`config.mk`:
```
export PLATFORM = sky130hd
export DESIGN_NAME = knot_vector_generator
export DESIGN_NICKNAME = d
export VERILOG_FILES = /design/src/design/kvg_pkg.sv /design/src/design/knot_vector_generator.sv /design/src/design/kvg_front.sv /design/src/design/kvg_fifo.sv /design/src/design/kvg_back.sv
export SDC_FILE = /design/constraint.sdc
export NUM_CORES = 2
export LEC_CHECK = 0
export BUFFER_PORTS_ARGS = -buffer_cell sky130_fd_sc_hd__buf_2
export CAP_MARGIN = 20
export CORE_UTILIZATION = 61
export CTS_CLUSTER_SIZE = 40
export DETAILED_ROUTE_END_ITERATION = 6
export PLACE_DENSITY = 0.77
export SETUP_SLACK_MARGIN = 0.1
export SYNTH_ARGS = -nofsm -noshare
export SYNTH_HDL_FRONTEND = slang
export SYNTH_SLANG_ARGS = --single-unit
export TNS_END_PERCENT = 30
```
`constraint.sdc`:
```
create_clock -name clock -period 89.1 [get_ports clock]
set_input_delay 26.73 -clock clock [delete_from_list [all_inputs] [get_ports clock]]
set_output_delay 26.73 -clock clock [all_outputs]
set_load 0.02 [all_outputs]
```
`src/design/kvg_pkg.sv`:
```
//------------------------------------------------------------------------------
// kvg_pkg
// Shared types and constants for the knot vector generator.
//------------------------------------------------------------------------------
`default_nettype none
package kvg_pkg;
   localparam int MaxKnots     = 1024;
   localparam int FractionBits = 24;
   localparam int NumW         = 11;              // numerator magnitude bits
   localparam int DenW         = 11;              // denominator bits
   localparam int DivW         = NumW + FractionBits;  // dividend bits
   localparam int ValW         = 32;

   localparam logic [1:0] KIND_BEZIER  = 2'd0;
   localparam logic [1:0] KIND_EVEN    = 2'd1;
   localparam logic [1:0] KIND_CLAMPED = 2'd2;
   localparam logic [1:0] KIND_CUSTOM  = 2'd3;

   localparam logic [1:0] ST_OK      = 2'd0;
   localparam logic [1:0] ST_CUSTOM  = 2'd1;
   localparam logic [1:0] ST_RANGE   = 2'd2;
   localparam logic [1:0] ST_CLAMPED = 2'd3;

   localparam logic [1:0] CSR_ORDER   = 2'd0;
   localparam logic [1:0] CSR_POINTS  = 2'd1;
   localparam logic [1:0] CSR_KIND    = 2'd2;
   localparam logic [1:0] CSR_SPACING = 2'd3;

   // classified item: value = sign * (num << FractionBits) / den
   typedef struct packed {
      logic            negative;
      logic [NumW-1:0] num;
      logic [DenW-1:0] den;
      logic [1:0]      status;
   } job_type;
endpackage
`default_nettype wire

```
`src/design/knot_vector_generator.sv`:
```
//------------------------------------------------------------------------------
// knot_vector_generator
// Returns one B-spline knot value (signed Q8.24) and status per knot index.
//
//   channel | ports                                        | direction
//   req     | req_valid/req_stall/req_knot_index           | in
//   rsp     | rsp_valid/rsp_stall/rsp_knot_value,rsp_status | out
//   csr     | csr_write/csr_index/csr_data                 | in
//
// One item per cycle while the result channel is not stalled; an accepted item
// passes through the queue, the entry stage and 35 one-bit divider stages.
// Reset is synchronous and restores the registers to their reset values.
// A stall on a valid result freezes the divider; the two-entry queue then fills and
// raises req_stall.
//------------------------------------------------------------------------------
`default_nettype none
module knot_vector_generator import kvg_pkg::*; (
   input  wire logic              clock,
   input  wire logic              reset,
   input  wire logic              req_valid,
   output logic                   req_stall,
   input  wire logic [9:0]        req_knot_index,
   output logic                   rsp_valid,
   input  wire logic              rsp_stall,
   output logic signed [31:0]     rsp_knot_value,
   output logic [1:0]             rsp_status,
   input  wire logic              csr_write,
   input  wire logic [1:0]        csr_index,
   input  wire logic [9:0]        csr_data
);
   logic [5:0] order_ff;
   logic [9:0] points_ff;
   logic [1:0] kind_ff;
   logic       spacing_ff;

   always_ff @(posedge clock) begin
      if (reset) begin
         order_ff   <= 6'd4;
         points_ff  <= 10'd4;
         kind_ff    <= KIND_CLAMPED;
         spacing_ff <= 1'b0;
      end else if (csr_write) begin
         case (csr_index)
            CSR_ORDER:   order_ff   <= csr_data[5:0];
            CSR_POINTS:  points_ff  <= csr_data;
            CSR_KIND:    kind_ff    <= csr_data[1:0];
            CSR_SPACING: spacing_ff <= csr_data[0];
            default: ;
         endcase
      end
   end

   job_type job, q_job;
   logic    full, q_valid, q_pop, b_ready;

   kvg_front u_front (
      .curve_order(order_ff), .control_points(points_ff), .knot_kind(kind_ff),
      .spacing_style(spacing_ff), .knot_index(req_knot_index), .job(job));

   assign req_stall = full;
   assign q_pop     = q_valid && b_ready;

   kvg_fifo u_fifo (
      .clock(clock), .reset(reset), .push(req_valid && !full), .push_data(job),
      .full(full), .pop(q_pop), .not_empty(q_valid), .pop_data(q_job));

   kvg_back u_back (
      .clock(clock), .reset(reset), .in_valid(q_pop), .in_job(q_job),
      .in_ready(b_ready), .out_valid(rsp_valid), .out_stall(rsp_stall),
      .out_value(rsp_knot_value), .out_status(rsp_status));
endmodule
`default_nettype wire

```
`src/design/kvg_front.sv`:
```
//------------------------------------------------------------------------------
// kvg_front
// Classifies a knot index into a status and a numerator/denominator pair.
//------------------------------------------------------------------------------
`default_nettype none
module kvg_front import kvg_pkg::*; (
   input  wire logic [5:0]  curve_order,
   input  wire logic [9:0]  control_points,
   input  wire logic [1:0]  knot_kind,
   input  wire logic        spacing_style,
   input  wire logic [9:0]  knot_index,
   output job_type          job
);
   logic [NumW-1:0] ord, cp, cnt, idx, half;

   always_comb begin
      ord  = NumW'(curve_order);
      cp   = NumW'(control_points);
      cnt  = cp + ord;
      idx  = NumW'(knot_index);
      half = cnt >> 1;
      job.negative = 1'b0;
      job.num      = '0;
      job.den      = DenW'(1);
      job.status   = ST_OK;
      if (knot_kind == KIND_CUSTOM) begin
         job.status = ST_CUSTOM;
      end else if (cnt > NumW'(MaxKnots) || idx >= cnt) begin
         job.status = ST_RANGE;
      end else if (knot_kind == KIND_BEZIER) begin
         job.num = (idx < half) ? '0 : NumW'(1);
      end else if (knot_kind == KIND_EVEN) begin
         if (!spacing_style) begin
            job.num = idx;
            job.den = cnt;
         end else begin
            job.den = cp + NumW'(1);
            if (idx < half) begin
               job.negative = 1'b1;
               job.num      = half - idx;
            end else begin
               job.num = idx - half;
            end
         end
      end else begin
         if (ord == '0 || cp < ord) begin
            job.status = ST_CLAMPED;
         end else if (idx < ord) begin
            job.num = '0;
         end else if (idx >= cnt - ord) begin
            job.num = NumW'(1);
         end else begin
            job.num = idx - ord + NumW'(1);
            job.den = cp - ord + NumW'(1);
         end
      end
   end
endmodule
`default_nettype wire

```
`src/design/kvg_fifo.sv`:
```
//------------------------------------------------------------------------------
// kvg_fifo
// Two-entry queue between the classifier and the divider pipeline.
//------------------------------------------------------------------------------
`default_nettype none
module kvg_fifo import kvg_pkg::*; (
   input  wire logic    clock,
   input  wire logic    reset,
   input  wire logic    push,
   input  job_type      push_data,
   output logic         full,
   input  wire logic    pop,
   output logic         not_empty,
   output job_type      pop_data
);
   job_type    mem_ff [2];
   logic       wr_ff, wr_in, rd_ff, rd_in;
   logic [1:0] cnt_ff, cnt_in;

   assign full      = cnt_ff == 2'd2;
   assign not_empty = cnt_ff != 2'd0;
   assign pop_data  = mem_ff[rd_ff];

   always_comb begin
      wr_in  = wr_ff ^ push;
      rd_in  = rd_ff ^ pop;
      cnt_in = cnt_ff + 2'(push) - 2'(pop);
   end

   always_ff @(posedge clock) begin
      if (reset) begin
         wr_ff  <= 1'b0;
         rd_ff  <= 1'b0;
         cnt_ff <= '0;
      end else begin
         wr_ff  <= wr_in;
         rd_ff  <= rd_in;
         cnt_ff <= cnt_in;
      end
      if (push) mem_ff[wr_ff] <= push_data;
   end

   assert property (@(posedge clock) disable iff (reset) !(push && full))
      else $error("push into full queue");
   assert property (@(posedge clock) disable iff (reset) !(pop && !not_empty))
      else $error("pop from empty queue");
   assert property (@(posedge clock) disable iff (reset) cnt_ff != 2'd3)
      else $error("queue count overflow");
endmodule
`default_nettype wire

```
`src/design/kvg_back.sv`:
```
//------------------------------------------------------------------------------
// kvg_back
// Pipelined restoring divider, one quotient bit per stage, plus output stage.
// Whole pipeline advances when the output is not stalled or holds no valid result.
//------------------------------------------------------------------------------
`default_nettype none
module kvg_back import kvg_pkg::*; (
   input  wire logic              clock,
   input  wire logic              reset,
   input  wire logic              in_valid,
   input  job_type                in_job,
   output logic                   in_ready,
   output logic                   out_valid,
   input  wire logic              out_stall,
   output logic signed [ValW-1:0] out_value,
   output logic [1:0]             out_status
);
   localparam int Stages = DivW;

   // per stage: valid, partial remainder, dividend/quotient shift word
   logic               vld_ff [Stages+1];
   logic [DenW:0]      rem_ff [Stages+1];
   logic [DivW-1:0]    quo_ff [Stages+1];
   logic [DenW-1:0]    den_ff [Stages+1];
   logic               neg_ff [Stages+1];
   logic [1:0]         st_ff  [Stages+1];
   logic               adv;
   logic [DenW:0]      trial  [Stages];
   logic [DenW+1:0]    diff   [Stages];

   assign adv      = !out_stall || !vld_ff[Stages];
   assign in_ready = adv;

   always_comb begin
      for (int s = 0; s < Stages; s++) begin
         trial[s] = {rem_ff[s][DenW-1:0], quo_ff[s][DivW-1]};
         diff[s]  = {1'b0, trial[s]} - {2'b00, den_ff[s]};
      end
   end

   always_ff @(posedge clock) begin
      if (reset) begin
         for (int s = 0; s <= Stages; s++) vld_ff[s] <= 1'b0;
      end else if (adv) begin
         vld_ff[0] <= in_valid;
         for (int s = 0; s < Stages; s++) vld_ff[s+1] <= vld_ff[s];
      end
      if (adv) begin
         rem_ff[0] <= '0;
         quo_ff[0] <= {in_job.num, FractionBits'(0)};
         den_ff[0] <= in_job.den;
         neg_ff[0] <= in_job.negative;
         st_ff[0]  <= in_job.status;
         for (int s = 0; s < Stages; s++) begin
            if (!diff[s][DenW+1]) begin
               rem_ff[s+1] <= diff[s][DenW:0];
               quo_ff[s+1] <= {quo_ff[s][DivW-2:0], 1'b1};
            end else begin
               rem_ff[s+1] <= trial[s];
               quo_ff[s+1] <= {quo_ff[s][DivW-2:0], 1'b0};
            end
            den_ff[s+1] <= den_ff[s];
            neg_ff[s+1] <= neg_ff[s];
            st_ff[s+1]  <= st_ff[s];
         end
      end
   end

   // saturate, apply sign, zero on nonzero status
   logic [DivW-1:0] q;
   logic [ValW-1:0] mag;
   always_comb begin
      q = quo_ff[Stages];
      if (neg_ff[Stages]) begin
         mag = (q > DivW'(33'h80000000)) ? 32'h80000000 : ValW'(q);
         out_value = -$signed(mag);
      end else begin
         mag = (q > DivW'(32'h7FFFFFFF)) ? 32'h7FFFFFFF : ValW'(q);
         out_value = $signed(mag);
      end
      if (st_ff[Stages] != ST_OK) out_value = '0;
      out_status = st_ff[Stages];
      out_valid  = vld_ff[Stages];
   end

   assert property (@(posedge clock) disable iff (reset)
      (out_valid && out_stall) |=> out_valid)
      else $error("result dropped while stalled");
   assert property (@(posedge clock) disable iff (reset)
      (out_valid && out_status != ST_OK) |-> out_value == '0)
      else $error("nonzero value with error status");
   assert property (@(posedge clock) disable iff (reset)
      (out_valid && out_stall) |=> $stable(out_value))
      else $error("stalled result changed");
endmodule
`default_nettype wire

```
Yosys cells after proc, flatten, opt, wreduce, memory -nomap -nowiden --
Memory sizes are Yosys's and may differ from the RTL's. A register that Yosys moved wholly into a read port is not among the register bits. Index checks and enable logic that the tools add are counted.
Word-level totals: register bits 23, latch bits 0, bits in writable memories 2282, ROM bits 0, bits of input ports 27, output and inout port bits 36, logic and storage cells 550, memories 7
Memories:
- u_back.quo_ff | depth 36, width 35, read ports 36, clocked after Yosys merged registers in 0, write ports 36, RTL line kvg_back.sv:23 | logic [DivW-1:0] quo_ff [Stages+1];
- u_back.rem_ff | depth 36, width 12, read ports 35, clocked after Yosys merged registers in 0, write ports 36, RTL line kvg_back.sv:22 | logic [DenW:0] rem_ff [Stages+1];
- u_back.den_ff | depth 36, width 11, read ports 35, clocked after Yosys merged registers in 0, write ports 36, RTL line kvg_back.sv:24 | logic [DenW-1:0] den_ff [Stages+1];
- u_back.st_ff | depth 36, width 2, read ports 36, clocked after Yosys merged registers in 0, write ports 36, RTL line kvg_back.sv:26 | logic [1:0] st_ff [Stages+1];
- u_fifo.mem_ff | depth 2, width 25, read ports 1, clocked after Yosys merged registers in 1, write ports 1, RTL line kvg_fifo.sv:16 | job_type mem_ff [2];
- u_back.neg_ff | depth 36, width 1, read ports 36, clocked after Yosys merged registers in 0, write ports 36, RTL line kvg_back.sv:25 | logic neg_ff [Stages+1];
- 1 more memories
Operators by class: $add $sub $neg 47, multipliers 0, div/mod/pow operators 0, order comparisons 8, equality and inequality tests 6, shift-type cells 0, multiplexer cells 350, bitwise operators 108, reductions and logical operators 17
Operator list (count):
- 35-bit two-way mux | 35
- 12-bit by 11-bit subtractor with 13-bit output | 35
- 12-bit two-way mux | 35
- 1-bit two-way mux | 260
- 32-bit two-way mux | 4
- 1-bit bitwise OR | 106
- 11-bit two-way mux | 6
- 22-bit two-way mux | 3
- 23-bit two-way mux | 2
- 35-bit by 31-bit greater-than comparator with 1-bit output, second input constant | 1
- 35-bit by 32-bit greater-than comparator with 1-bit output, second input constant | 1
- 32-bit negation | 1
- 11-bit by 1-bit adder with 11-bit output, second input constant | 2
- 10-bit by 11-bit greater-or-equal comparator with 1-bit output | 2
- 10-bit by 10-bit subtractor with 11-bit output | 2
- 10-bit by 6-bit subtractor with 11-bit output | 2
- 10-bit by 6-bit < comparator with 1-bit output | 2
- 13-bit two-way mux | 1
- 10-bit by 1-bit adder with 11-bit output, second input constant | 1
- 10-bit by 6-bit adder with 11-bit output | 1
- 11-bit greater-than comparator, second input constant | 1
- 11-bit by 6-bit subtractor with 11-bit output | 1
- 10-bit < comparator | 1
- 2-bit == test, second input constant | 4
- other kinds (12) | 27

Depth between registers and ports, before layout --
word-level depth 10, gate-level depth with buffers 23, mapped depth without buffers 21

Modules after synthesis --
Synthesis repeated with hierarchy kept, for this count alone.
Unflattened totals: cells, all modules 5452, area total of the unflattened synthesis 77259.1 µm²
Modules (own cells, without submodules):
- kvg_back | times used 1, cells an instance 4740, area an instance 70335.0 µm², sequential area each 48006.0 µm²
- kvg_front | times used 1, cells an instance 534, area an instance 3990.1 µm², sequential area each 0.0 µm²
- kvg_fifo | times used 1, cells an instance 97, area an instance 2108.3 µm², sequential area each 1581.5 µm²
- knot_vector_generator | times used 1, cells an instance 81, area an instance 825.8 µm², sequential area each 380.4 µm²

Worst setup path after synthesis --
OpenSTA, ideal clock, no wires.
path kind input to register, start input port rsp_stall, end memory u_back.quo_ff[8][27] (netlist name), data pin, setup time 0.315 ns, data arrival time 57.792 ns, path slack 30.993 ns, stages 6, path buffers 3, cell sequence and2_1 > clkbuf_1 > clkbuf_1 > inv_1 > clkbuf_1 > and2_1
RTL lines:
- start, declared | RTL line knot_vector_generator.sv:24 | input wire logic rsp_stall,
- end, declared | RTL line kvg_back.sv:23

==> impl_metrics.json <==
{
  "outcome": "completed",
  "mappedNetlistNets": 6223,
  "cts-hold-fix-buffers": 0,
  "chipWidth_microns": 354,
  "synth_seq_area_share_pct": 66.0,
  "detail_route.wirelength_microns": 140000,
  "global_route.overflow_total": 0,
  "design.die.area_sq_um": 126000,
  "ys_types": 78,
  "timing.final.crit_share_pct": 34.9,
  "hold_viol_final": 0,
  "grt_setup_unrepaired": "no",
  "drt-pass1-iter-count": 6,
  "ant_nets": 0,
  "placeableCoreArea_sq_um": 123000,
  "post_dp_cell_area_sq_um": 78200,
  "post-route-min-period_ns": 31.08,
  "post-cts-setup-buffer-count": 0,
  "die_h_microns": 354,
  "cts_max_level": 4,
  "multi_input_comb_area_sq_um": 22900,
  "topRoutingLayerUsed": "met4",
  "fmaxAchievable_ghz": 0.0322,
  "util_after_layout_pct": 68.2,
  "drv_cap": 0,
  "grt_first_pass_wirelength_microns": 226000,
  "vias": 43700,
  "starting_density_of_the_core_pct": 61.8,
  "timing.final.setup_violations": 0,
  "dpl_worst_slack_ns": 58.33,
  "async_flop_share_pct": 0,
  "layout-area-overhead-vs-synth_pct": 10.3,
  "grt_start_max_net_pins": 204,
  "cp.arrival_ns": 4.35,
  "synth-seq-cells": 1672,
  "ctsResizeCount": 0,
  "vdd_ir_drop_max_uv": 28.8,
  "fraction_of_final_layout_cells_with_drive_strength_greater_than_1_pct": 7.57,
  "synth_area_leader_cell": "edfxtp_1",
  "final_common_cell": "edfxtp_1",
  "layout.cell_area.non_filler_sq_um": 83500,
  "row_count": 128,
  "slew-limit-headroom_pct": 25.6,
  "clk-insertion-delay-late_ns": 0.79,
  "clk_root_buffer_cell": "clkbuf_16",
  "clock_path_buffers": 3,
  "layout_common_cells": "edfxtp_1, inv_1, nand2_1",
  "report.final.slew_viol_count": 0,
  "drt-wirelength-per-cell_microns": 18.3,
  "met2_wirelength_microns": 73200,
  "total_power_uw": 3240,
  "drc_errors": 0,
  "ys_top_cells_by_area": "edfxtp_1, ha_1, inv_1",
  "worstSetupEndpointType": "output pin",
  "ys.flop_type": "edfxtp_1",
  "routed-wl-met3_microns": 5520,
  "netlist_area_sq_um": 75800,
  "tightestPinTransition_ns": 1.11,
  "filler_cell_count": 8261,
  "grtUsageTotal_pct": 22.6,
  "worstSetupPathType": "flop to output pin",
  "finalWeightedCongestion": 0.908,
  "synthesis.yosys.warnings": 0,
  "postSynthCellCount": 5701,
  "cts_made_buffers": 164,
  "vias_in_the_first_global_route": 43900,
  "buffer_ports.inserted": 62,
  "sequential_cell_area_sq_um": 50000,
  "startpoint_type": "flop",
  "route.layer.met1.wl_microns": 55900,
  "place_hpwl_microns": 94500,
  "cts_num_sinks": 1672,
  "drt-vias-per-instance": 5.73,
  "top_level_ports": 63,
  "cellLeakagePower_uw": 0.0339,
  "cts_tree": "built",
  "setup_ws_post_layout_ns": 58.02,
  "synth_largest_type_area_fraction_pct": 65.3,
  "drt_first_iter_violations": 3471,
  "cellPowerDensity_nw_per_um2": 38.8,
  "grt_antenna_before_repair": 1,
  "worst_clock_skew_ns": 0.0267,
  "critPathRequiredTime_ns": 62.37,
  "worst_hold_path_type": "flop to flop",
  "synth_edf_count": 1648,
  "clkTransAtPathRegs_ns": 0.07,
  "path_max_fanout": 21,
  "setup-tns-final_ns": 0,
  "avgSynthCellArea_sq_um": 13.3,
  "num-nets-final": 6398
}
cell families after synthesis:
kind of cell	synth area share, %
buffers and inverters	3.79
XOR/XNOR	2.14
AND/OR/NAND/NOR	8.86
multiplexers	1.09
AO/OA/AOI/OAI	9.58
adder cells (fa/ha/maj)	8.60
flip-flops	66.0
flip-flops by register name, summed over array words and instances, names as in the netlist:
signal and cells:
u_fifo.wr_ff 1, u_back.den_ff 385, u_fifo.cnt_ff 2, u_back.rem_ff 374, kind_ff 2, u_back.vld_ff 36
points_ff 10, order_ff 6, u_back.neg_ff 36, u_fifo.mem_ff 50, u_back.quo_ff 696, u_back.st_ff 72
u_fifo.rd_ff 1, spacing_ff 1
report_power, final:
part	internal, uW	switching [uW]	leakage [uW]
logic	476	641	0.0132
registers	1290	152	0.0181
clock network	398	289	0.00260
total	2160	1080	0.0339
cell type report:
type,count,share of cell area (%)
Sequential cell,1672,59.8
Multi-Input combinational cell,3274,27.5
Clock buffer,194,5.19
Inverter,634,2.87
Tap cell,1625,2.43
Clock inverter,103,1.25
Timing Repair Buffer,130,0.997
Antenna cell,1,0.00300
routing by layer:
layer  GRT usage (%)  vias up
met5               0        -
met2            41.0     1024
met4            9.28        0
met1            26.7    21300
met3            3.57      300
li1                -    21200
final timing paths:
kind	startpoint	endpoint	slack (ns)	cells after the start
setup reg to reg	points_ff[0]	u_fifo.mem_ff[0][17]	82.96	18
hold / removal	u_back.quo_ff[2][76]	u_back.quo_ff[2][112]	0.40	0
hold reg to reg	u_back.quo_ff[2][76]	u_back.quo_ff[2][112]	0.40	0
setup / recovery	u_back.quo_ff[8][124]	rsp_knot_value[24]	58.02	8
stage by stage:
| step | std cells | hold slack, ns |
|---|---|---|
| after floorplan | 5701 | 0.400 |
| after global placement | 7333 | 0.400 |
| after detailed placement | 7334 | 0.405 |
| after CTS | 7631 | 0.396 |
| after global routing | 7632 | 0.405 |
| final | 7633 | 0.396 |
worst max-delay path, cell delays in order, from the launching register on:
cell      delay (ns)
edfxtp_1        0.47
nor4_1          0.61
nand4b_1        0.34
or3b_1          0.53
o31ai_2         0.26
buf_4           0.30
o21ai_0         0.40
a311oi_1        0.40
buf_2           0.23
cells in the mapped netlist (9+ instances only):
| master | instances |
|---|---|
| a2111oi_0 | 27 |
| a211o_1 | 9 |
| a211oi_1 | 56 |
| a21boi_0 | 93 |
| a21o_1 | 47 |
| a21oi_1 | 172 |
| a31oi_1 | 35 |
| and2_1 | 71 |
| and3_1 | 15 |
| clkbuf_1 | 107 |
| dfxtp_1 | 24 |
| edfxtp_1 | 1648 |
| fa_1 | 43 |
| ha_1 | 452 |
| inv_1 | 633 |
| mux2_2 | 27 |
| mux2i_1 | 52 |
| nand2_1 | 459 |
| nand2b_1 | 96 |
| nand3_1 | 22 |
| nand3b_1 | 16 |
| nor2_1 | 198 |
| nor2b_1 | 134 |
| nor3_1 | 114 |
| nor3b_1 | 38 |
| nor4_1 | 28 |
| o21a_1 | 43 |
| o21ai_0 | 466 |
| o22ai_1 | 25 |
| o31ai_1 | 150 |
| or2_2 | 38 |
| or3_1 | 74 |
| or4_1 | 13 |
| xnor2_1 | 134 |
| xor2_1 | 51 |
Power figures use the tool's default switching activity.
